## src/rtl/mmm_pkg.sv

```systemverilog
// Shared constants, codes and types for the multirotor motor mixer.
// No dependencies; imported by the mixer and its port checker.
`default_nettype none

package mmm_pkg;

    localparam int MAX_MOTORS  = 8;
    localparam int MOTOR_LIMIT = (MAX_MOTORS < 8) ? MAX_MOTORS : 8;
    localparam int ROW_W       = (MAX_MOTORS > 1) ? $clog2(MAX_MOTORS) : 1;
    localparam int CHANNELS    = 4;

    localparam int DATA_W   = 16;
    localparam int PROD_W   = 2 * DATA_W;
    localparam int ACC_W    = PROD_W + 2;
    localparam int FRAC_W   = 12;
    localparam int SHIFT_W  = ACC_W - FRAC_W;

    localparam int S_TDATA_W = 88;
    localparam int M_TDATA_W = 24;
    localparam int CFG_AW    = 2;

    localparam logic [3:0]        MOTOR_COUNT_RST = 4'd4;
    localparam logic [DATA_W-1:0] MIN_VEL_RST     = 16'sd0;
    localparam logic [DATA_W-1:0] MAX_VEL_RST     = 16'sd25600;

    typedef enum logic {
        OP_MIX   = 1'b0,
        OP_WRITE = 1'b1
    } t_op;

    typedef enum logic [CFG_AW-1:0] {
        CFG_MOTOR_COUNT = 2'd0,
        CFG_MIN_VEL     = 2'd1,
        CFG_MAX_VEL     = 2'd2
    } t_cfg_reg;

    typedef enum logic [3:0] {
        ST_IDLE = 4'b0001,
        ST_MAC  = 4'b0010,
        ST_SUM  = 4'b0100,
        ST_EMIT = 4'b1000
    } t_state;

endpackage

`default_nettype wire

```

## src/rtl/multirotor_motor_mixer.sv

```systemverilog
// Multirotor motor mixer: coefficient table, one shared multiply-accumulate unit,
// clamp and an output register. Depends on mmm_pkg.
//
// channel   direction  handshake               payload
// s_axis    in         tvalid/tready           tuser: op; tdata: power, roll, pitch, yaw,
//                                              table_motor, table_channel, coefficient
// m_axis    out        tvalid/tready/tlast     tuser: motor_used; tdata: motor_number,
//                                              velocity; tlast: last
// cfg       in         i_cfg_we                i_cfg_addr, i_cfg_wdata
//
// A mix works through the motors one at a time, each in four passes
// through the shared multiplier, one final add and one clamp into the output register.
// A stalled output holds the mixer in its clamp step until the register frees up.
// Reset clears the coefficient table and loads the register defaults.
`default_nettype none

module multirotor_motor_mixer (
    input  wire logic                           i_clk,
    input  wire logic                           i_rst_n,
    input  wire logic                           s_axis_tvalid,
    output logic                                s_axis_tready,
    // [15:0] power, [31:16] roll, [47:32] pitch, [63:48] yaw,
    // [66:64] table_motor, [68:67] table_channel, [84:69] coefficient
    input  wire logic [mmm_pkg::S_TDATA_W-1:0]  s_axis_tdata,
    // [0] op
    input  wire logic                           s_axis_tuser,
    output logic                                m_axis_tvalid,
    input  wire logic                           m_axis_tready,
    // [2:0] motor_number, [18:3] velocity
    output logic [mmm_pkg::M_TDATA_W-1:0]       m_axis_tdata,
    // [0] motor_used
    output logic                                m_axis_tuser,
    output logic                                m_axis_tlast,
    input  wire logic                           i_cfg_we,
    input  wire logic [mmm_pkg::CFG_AW-1:0]     i_cfg_addr,
    input  wire logic [mmm_pkg::DATA_W-1:0]     i_cfg_wdata
);
    import mmm_pkg::*;

    t_state                     r_state;
    logic [3:0]                 r_motor_count;
    logic signed [DATA_W-1:0]   r_min;
    logic signed [DATA_W-1:0]   r_max;
    logic signed [DATA_W-1:0]   r_tbl [MAX_MOTORS][CHANNELS];
    logic signed [DATA_W-1:0]   r_ch [CHANNELS];
    logic [2:0]                 r_motor;
    logic [2:0]                 r_last_motor;
    logic [1:0]                 r_chan;
    logic signed [PROD_W-1:0]   r_prod;
    logic signed [ACC_W-1:0]    r_acc;
    logic                       r_used;
    logic                       r_out_valid;
    logic [2:0]                 r_out_num;
    logic signed [DATA_W-1:0]   r_out_vel;
    logic                       r_out_used;
    logic                       r_out_last;

    logic                       s_accept;
    logic                       out_free;
    logic                       out_load;
    logic [3:0]                 count_sat;
    logic signed [DATA_W-1:0]   coef;
    logic signed [SHIFT_W-1:0]  shifted;
    logic signed [DATA_W-1:0]   clamped;
    logic [2:0]                 in_motor;
    logic [1:0]                 in_chan;

    assign s_axis_tready = (r_state == ST_IDLE);
    assign s_accept      = s_axis_tvalid && s_axis_tready;
    assign out_free      = !r_out_valid || m_axis_tready;
    assign out_load      = (r_state == ST_EMIT) && out_free;
    assign in_motor      = s_axis_tdata[66:64];
    assign in_chan       = s_axis_tdata[68:67];

    assign count_sat = (r_motor_count > 4'(MOTOR_LIMIT)) ? 4'(MOTOR_LIMIT) : r_motor_count;
    assign coef      = r_tbl[ROW_W'(r_motor)][r_chan];
    assign shifted   = r_acc[ACC_W-1:FRAC_W];

    always_comb begin
        if (!r_used) begin
            clamped = '0;
        end else if (shifted < SHIFT_W'(r_min)) begin
            clamped = r_min;
        end else if (shifted > SHIFT_W'(r_max)) begin
            clamped = r_max;
        end else begin
            clamped = shifted[DATA_W-1:0];
        end
    end

    always_ff @(posedge i_clk) begin
        if (!i_rst_n) begin
            r_motor_count <= MOTOR_COUNT_RST;
            r_min         <= MIN_VEL_RST;
            r_max         <= MAX_VEL_RST;
        end else if (i_cfg_we) begin
            case (i_cfg_addr)
                CFG_MOTOR_COUNT: r_motor_count <= i_cfg_wdata[3:0];
                CFG_MIN_VEL:     r_min         <= i_cfg_wdata;
                CFG_MAX_VEL:     r_max         <= i_cfg_wdata;
                default: begin
                end
            endcase
        end
    end

    always_ff @(posedge i_clk) begin
        if (!i_rst_n) begin
            for (int m = 0; m < MAX_MOTORS; m++) begin
                for (int c = 0; c < CHANNELS; c++) begin
                    r_tbl[m][c] <= '0;
                end
            end
        end else if (s_accept && t_op'(s_axis_tuser) == OP_WRITE
                     && 32'(in_motor) < MAX_MOTORS) begin
            r_tbl[ROW_W'(in_motor)][in_chan] <= s_axis_tdata[84:69];
        end
    end

    always_ff @(posedge i_clk) begin
        if (!i_rst_n) begin
            r_state     <= ST_IDLE;
            r_out_valid <= 1'b0;
        end else begin
            if (out_load) begin
                r_out_valid <= 1'b1;
            end else if (m_axis_tready) begin
                r_out_valid <= 1'b0;
            end
            case (r_state)
                ST_IDLE: begin
                    if (s_accept && t_op'(s_axis_tuser) == OP_MIX && count_sat != '0) begin
                        r_ch[0]      <= s_axis_tdata[15:0];
                        r_ch[1]      <= s_axis_tdata[31:16];
                        r_ch[2]      <= s_axis_tdata[47:32];
                        r_ch[3]      <= s_axis_tdata[63:48];
                        r_last_motor <= 3'(count_sat - 4'd1);
                        r_motor      <= '0;
                        r_chan       <= '0;
                        r_state      <= ST_MAC;
                    end
                end
                ST_MAC: begin
                    r_prod <= r_ch[r_chan] * coef;
                    r_acc  <= (r_chan == '0) ? '0 : r_acc + ACC_W'(r_prod);
                    r_used <= (r_chan == '0) ? (coef != '0) : (r_used || coef != '0);
                    r_chan <= r_chan + 2'd1;
                    if (r_chan == 2'(CHANNELS - 1)) begin
                        r_state <= ST_SUM;
                    end
                end
                ST_SUM: begin
                    r_acc   <= r_acc + ACC_W'(r_prod);
                    r_state <= ST_EMIT;
                end
                ST_EMIT: begin
                    if (out_free) begin
                        r_out_num   <= r_motor;
                        r_out_vel   <= clamped;
                        r_out_used  <= r_used;
                        r_out_last  <= (r_motor == r_last_motor);
                        if (r_motor == r_last_motor) begin
                            r_state <= ST_IDLE;
                        end else begin
                            r_motor <= r_motor + 3'd1;
                            r_chan  <= '0;
                            r_state <= ST_MAC;
                        end
                    end
                end
                default: begin
                    r_state <= ST_IDLE;
                end
            endcase
        end
    end

    assign m_axis_tvalid = r_out_valid;
    assign m_axis_tdata  = {5'd0, r_out_vel, r_out_num};
    assign m_axis_tuser  = r_out_used;
    assign m_axis_tlast  = r_out_last;

endmodule

`default_nettype wire

```

## config.mk

```make
export PLATFORM = sky130hd
export DESIGN_NAME = multirotor_motor_mixer
export DESIGN_NICKNAME = d
export VERILOG_FILES = /design/src/rtl/mmm_pkg.sv /design/src/rtl/multirotor_motor_mixer.sv
export SDC_FILE = /design/constraint.sdc
export NUM_CORES = 2
export LEC_CHECK = 0
export ABC_AREA = 1
export BUFFER_PORTS_ARGS = -buffer_cell sky130_fd_sc_hd__buf_4
export CAP_MARGIN = 20
export CORE_MARGIN = 8
export CORE_UTILIZATION = 35
export CTS_BUF_LIST = sky130_fd_sc_hd__clkbuf_8
export CTS_CLUSTER_SIZE = 10
export DETAILED_ROUTE_END_ITERATION = 16
export GPL_ROUTABILITY_DRIVEN = 0
export PLACE_DENSITY = 0.55
export SLEW_MARGIN = 20
export SYNTH_ARGS = -nofsm -noshare
export SYNTH_HDL_FRONTEND = slang
export SYNTH_SLANG_ARGS = --single-unit
export TNS_END_PERCENT = 50
```

## constraint.sdc

```tcl
create_clock -name i_clk -period 7.8 [get_ports i_clk]
set_input_delay 0.78 -clock i_clk [delete_from_list [all_inputs] [get_ports i_clk]]
set_output_delay 0.78 -clock i_clk [all_outputs]
set_load 0.03 [all_outputs]
```

## Word-level counts from Yosys, hierarchy flattened

Memories as Yosys holds them, arrays and structs flattened. A register that Yosys moved wholly into a read port is not among the register bits.
Cells that the tools add are included.

| cells by class | value |
|---|---|
| $add $sub $neg | 5 |
| $mul | 1 |
| magnitude comparators | 6 |
| equal/unequal tests | 12 |
| multiplexer cells | 39 |
| bitwise logic cells | 3 |
| reduce and logical (&&, ||, !) cells | 28 |

Operators by type and width:

| kind | number |
|---|---|
| two-way mux 64 bit | 3 |
| two-way mux 16 bit | 5 |
| one-hot mux 34 bit (2 select lines) | 1 |
| OR reduction 64 bit | 1 |
| adder 34 x 32 -> 34 bit | 1 |
| adder 34 bit | 1 |
| two-way mux 34 bit | 1 |
| binary-select mux 16 bit (select 2 bit) | 1 |
| demux 16 bit (select 2 bit) | 1 |
| multiplier 16 x 16 -> 32 bit | 1 |
| > comparator 22 x 16 -> 1 bit | 1 |
| < comparator 22 x 16 -> 1 bit | 1 |
| two-way mux 4 bit | 4 |
| one-hot mux 4 bit (4 select lines) | 1 |
| nonzero test 16 bit | 1 |
| two-way mux 3 bit | 5 |
| two-way mux 1 bit | 10 |
| two-way mux 2 bit | 5 |
| AND reduction 2 bit | 5 |
| AND reduction 5 bit | 2 |
| AND reduction 3 bit | 3 |
| >= comparator 3 bit, second input constant | 2 |
| logical AND 1 bit | 6 |
| inequality test 2 bit, second input constant | 3 |
| 23 further kinds | 29 |

| storage, ports and cells | value |
|---|---|
| flip-flop bits (word level) | 137 |
| bits in writable memories | 576 |
| input port bits | 112 |
| memories kept | 2 |

Memory list:

| name | words | bits a word | rd ports | clocked after memory_dff | wr ports | RTL line | text |
|---|---|---|---|---|---|---|---|
| r_tbl | 8 | 64 | 1 | 1 | 8 | multirotor_motor_mixer.sv:44 | `logic signed [DATA_W-1:0] r_tbl [MAX_MOTORS][CHANNELS];` |
| r_ch | 4 | 16 | 1 | 1 | 4 | multirotor_motor_mixer.sv:45 | `logic signed [DATA_W-1:0] r_ch [CHANNELS];` |

## Longest topological paths before layout

| depth | value |
|---|---|
| depth in word-level cells | 8 |
| mapped depth | 37 |
| mapped depth without buffers | 33 |

## Worst setup path after synthesis

Ideal clock, no wire load.

| path | value |
|---|---|
| kind | reg-to-reg |
| from | reg (tool-made name) |
| to | reg r_prod[31], data pin |
| library setup time | 0.253 ns |
| arrival | 6.336 ns |
| path slack | 1.211 ns |
| cell stages (with the launch flop) | 31 |
| clock period less this slack | 6.589 ns |
| cell sequence | dfxtp_1 -> buf_4 -> inv_2 -> buf_4 -> buf_2 -> nand2_1 -> nand3_1 -> nand3_1 -> nand2_1 -> nand2_1 -> nand3_1 -> nand2_1 -> nor2_1 -> inv_1 -> fa_1 -> inv_1 -> fa_1 -> fa_1 -> fa_1 -> fa_1 -> inv_1 -> fa_1 -> inv_1 -> ha_1 -> a21oi_1 -> o21ai_0 -> a21oi_1 -> o21ai_0 -> a21oi_1 -> and2_1 -> nor2_1 |

RTL lines:

| item | RTL line | text |
|---|---|---|
| end signal, assigned | multirotor_motor_mixer.sv:144 | `r_prod <= r_ch[r_chan] * coef;` |
| end, declared | multirotor_motor_mixer.sv:49 | `logic signed [PROD_W-1:0] r_prod;` |

==> results.tsv <==
metric	value	unit
status	finished clean	
clock_latency	0.85	ns
syn_avg_cell_area	9.13	sq um
tightest_slew	1.05	ns
io-pin-count	140	
synth_seq_area_share	47.4	%
synthArstFlopShare	0	%
cp_max_fo	95	
drt-pass1-iter-count	6	
grt_overflow_total	0	
maxSlewHeadroom	29.1	%
hold_class	in2reg	
worst_setup_path_end_kind	flip-flop	
finalSetupViolCount	0	
fillers	12788	
mostFrequentLayoutCell	nand2_1	
rows	131	
cp.buffers_inverters	7	
whs_path_depth	1	
place.port_buffers	131	
h-tree-depth	4	
cp_common_cell	nand2_1	
ys_seq_elements	718	
start_util	35.1	%
final_cell_mix	nand2_1 (1105), nor2_1 (834), edfxtp_1 (672)	
critical_path_cell_count	30	
areaGrowthSynthToFinish	12.0	%
synthFlopType	edfxtp_1	
timing.final.ws_setup	0.432	ns
antenna_found_initial	3	
vias_per_cell	4.95	
cts.sinks	718	
max-cap-violations	0	
synthCells	4869	
die_area	139000	sq um
cts_tree	yes	
grt_pass1_wl	196	mm
cts_max_path_buffers	3	
dpl.hpwl	88.2	mm
fin_crit	7.37	ns
yosysWarnings	0	
routed_wl	128	mm
cts_buffers	132	
syn_area	44500	sq um
grt_pass1_vias	33315	
cp_top_family	adder cells	
dieHeight	372	um
via_count	33453	
drtIter0Drc	2762	
num-nets-final	5530	
crit_path_top_delay_cell	fa_1	
core_area	127000	sq um
synth_edf_count	672	
track_usage	18.3	%
clk_pin_slew	0.06	ns
min_period_over_period	94.5	%
drc	0	
ant_nets	0	
slew_viol_final	0	
startpoint_type	flip-flop	
hold_viol	0	
root_buffer	clkbuf_8	
max_stage_delay	0.60	ns
drive_gt1_share	9.53	%
critPathArrivalTime	7.93	ns
die_w	372	um
yosysUniqueCellTypes	49	
fmax	136	MHz
path_class	reg2reg	
wl_per_cell	18.9	um
clock_skew	0.0485	ns
required	8.36	ns
grt_max_degree	96	
worst-r2r-cell-count	30	
fin_util	39.3	%
pre_cts_ws	0.302	ns
[logic make-up (layout without fill, tap and decap cells)]
| group | count (synthesis) | in the layout | synth area share, % |
|---|---|---|---|
| buffers and inverters | 802 | 1017 | 7.45 |
| AO/OA/AOI/OAI | 347 | 347 | 4.40 |
| other | 1 | 8 | 0.00843 |
| adder cells (fa/ha/maj) | 425 | 425 | 16.4 |
| flip-flops | 718 | 718 | 47.4 |
| multiplexers | 3 | 3 | 0.0759 |
| AND/OR/NAND/NOR | 2534 | 2534 | 23.5 |
| XOR/XNOR | 39 | 39 | 0.768 |
[Yosys cell counts (21+ instances only)]
cell type | count | share of area (%)
ha_1 | 162 | 4.6
nand2_1 | 1108 | 9.4
edfxtp_1 | 672 | 45
nand3_1 | 473 | 5.3
fa_1 | 263 | 12
inv_1 | 541 | 4.6
dfxtp_1 | 46 | 2.1
o21ai_0 | 118 | 1.3
a21oi_1 | 151 | 1.7
nor2_1 | 836 | 7.1
nand4_1 | 29 | 0.41
nand2_2 | 33 | 0.46
nor3_1 | 21 | 0.24
buf_2 | 118 | 1.3
xnor2_1 | 21 | 0.41
clkbuf_1 | 94 | 0.79
[per-layer routing]
metal,global-route usage [%],up-vias,part of all wire (%)
met5,0,-,0
met4,6.81,0,3.3
met3,3.28,231,6.1
met2,29.3,1083,46
met1,24.9,16103,45
li1,-,16036,-
[state kept, by name (all words and copies together), names as in the netlist, 2 cells and up, named ones only]
name	flops
r_ch	64
r_acc	34
r_min	16
r_prod	32
r_tbl	512
r_out_vel	16
r_state	4
r_chan	2
r_motor_count	4
r_motor	3
r_max	16
r_last_motor	3
r_out_num	3
[what timing repair did]
| item | 4_1_cts | 5_1_grt |
|---|---|---|
| endpoints found under the setup margin | 0 | 8 |
| setup buffers | 0 | 1 |
| resized for setup | 0 | 12 |
| hold buffers | 0 | 0 |
[cell type report]
cell class | count | area (sq um) | area share, %
clock buffer | 137 | 1890 | 3.79
timing repair buffer | 239 | 1970 | 3.96
tap | 1662 | 2080 | 4.18
inverter | 549 | 2080 | 4.18
antenna | 3 | 7.51 | 0.0151
sequential | 718 | 21100 | 42.4
clock inverter | 92 | 514 | 1.03
multi-input combinational | 3353 | 20200 | 40.5
[through the flow]
stage / hold WS (ns) / TNS (ns) / std cells / instance area (sq um)
after CTS: 0.0270 / 0 / 6749 / 49700
after global placement: 0.467 / 0 / 6520 / 47300
final: 0.128 / 0 / 6753 / 49800
after floorplan: 0.424 / 0 / 4873 / 44500
after detailed placement: 0.474 / 0 / 6520 / 47300
after global routing: 0.0615 / -0.000251 / 6752 / 49800
[worst paths after layout]
kind	to	slack (ns)	startpoint
worst max register to register	r_prod[31]	0.43	flip-flop
worst min-delay path	r_ch[3][11]	0.13	s_axis_tdata[59]
worst min register to register	r_max[2]	0.48	r_max[2]
worst max-delay path	r_prod[31]	0.43	flip-flop
Power is left out: the tool's default activity adds up to more than one toggle a clock period on the data nets, which glitch-free logic cannot reach.
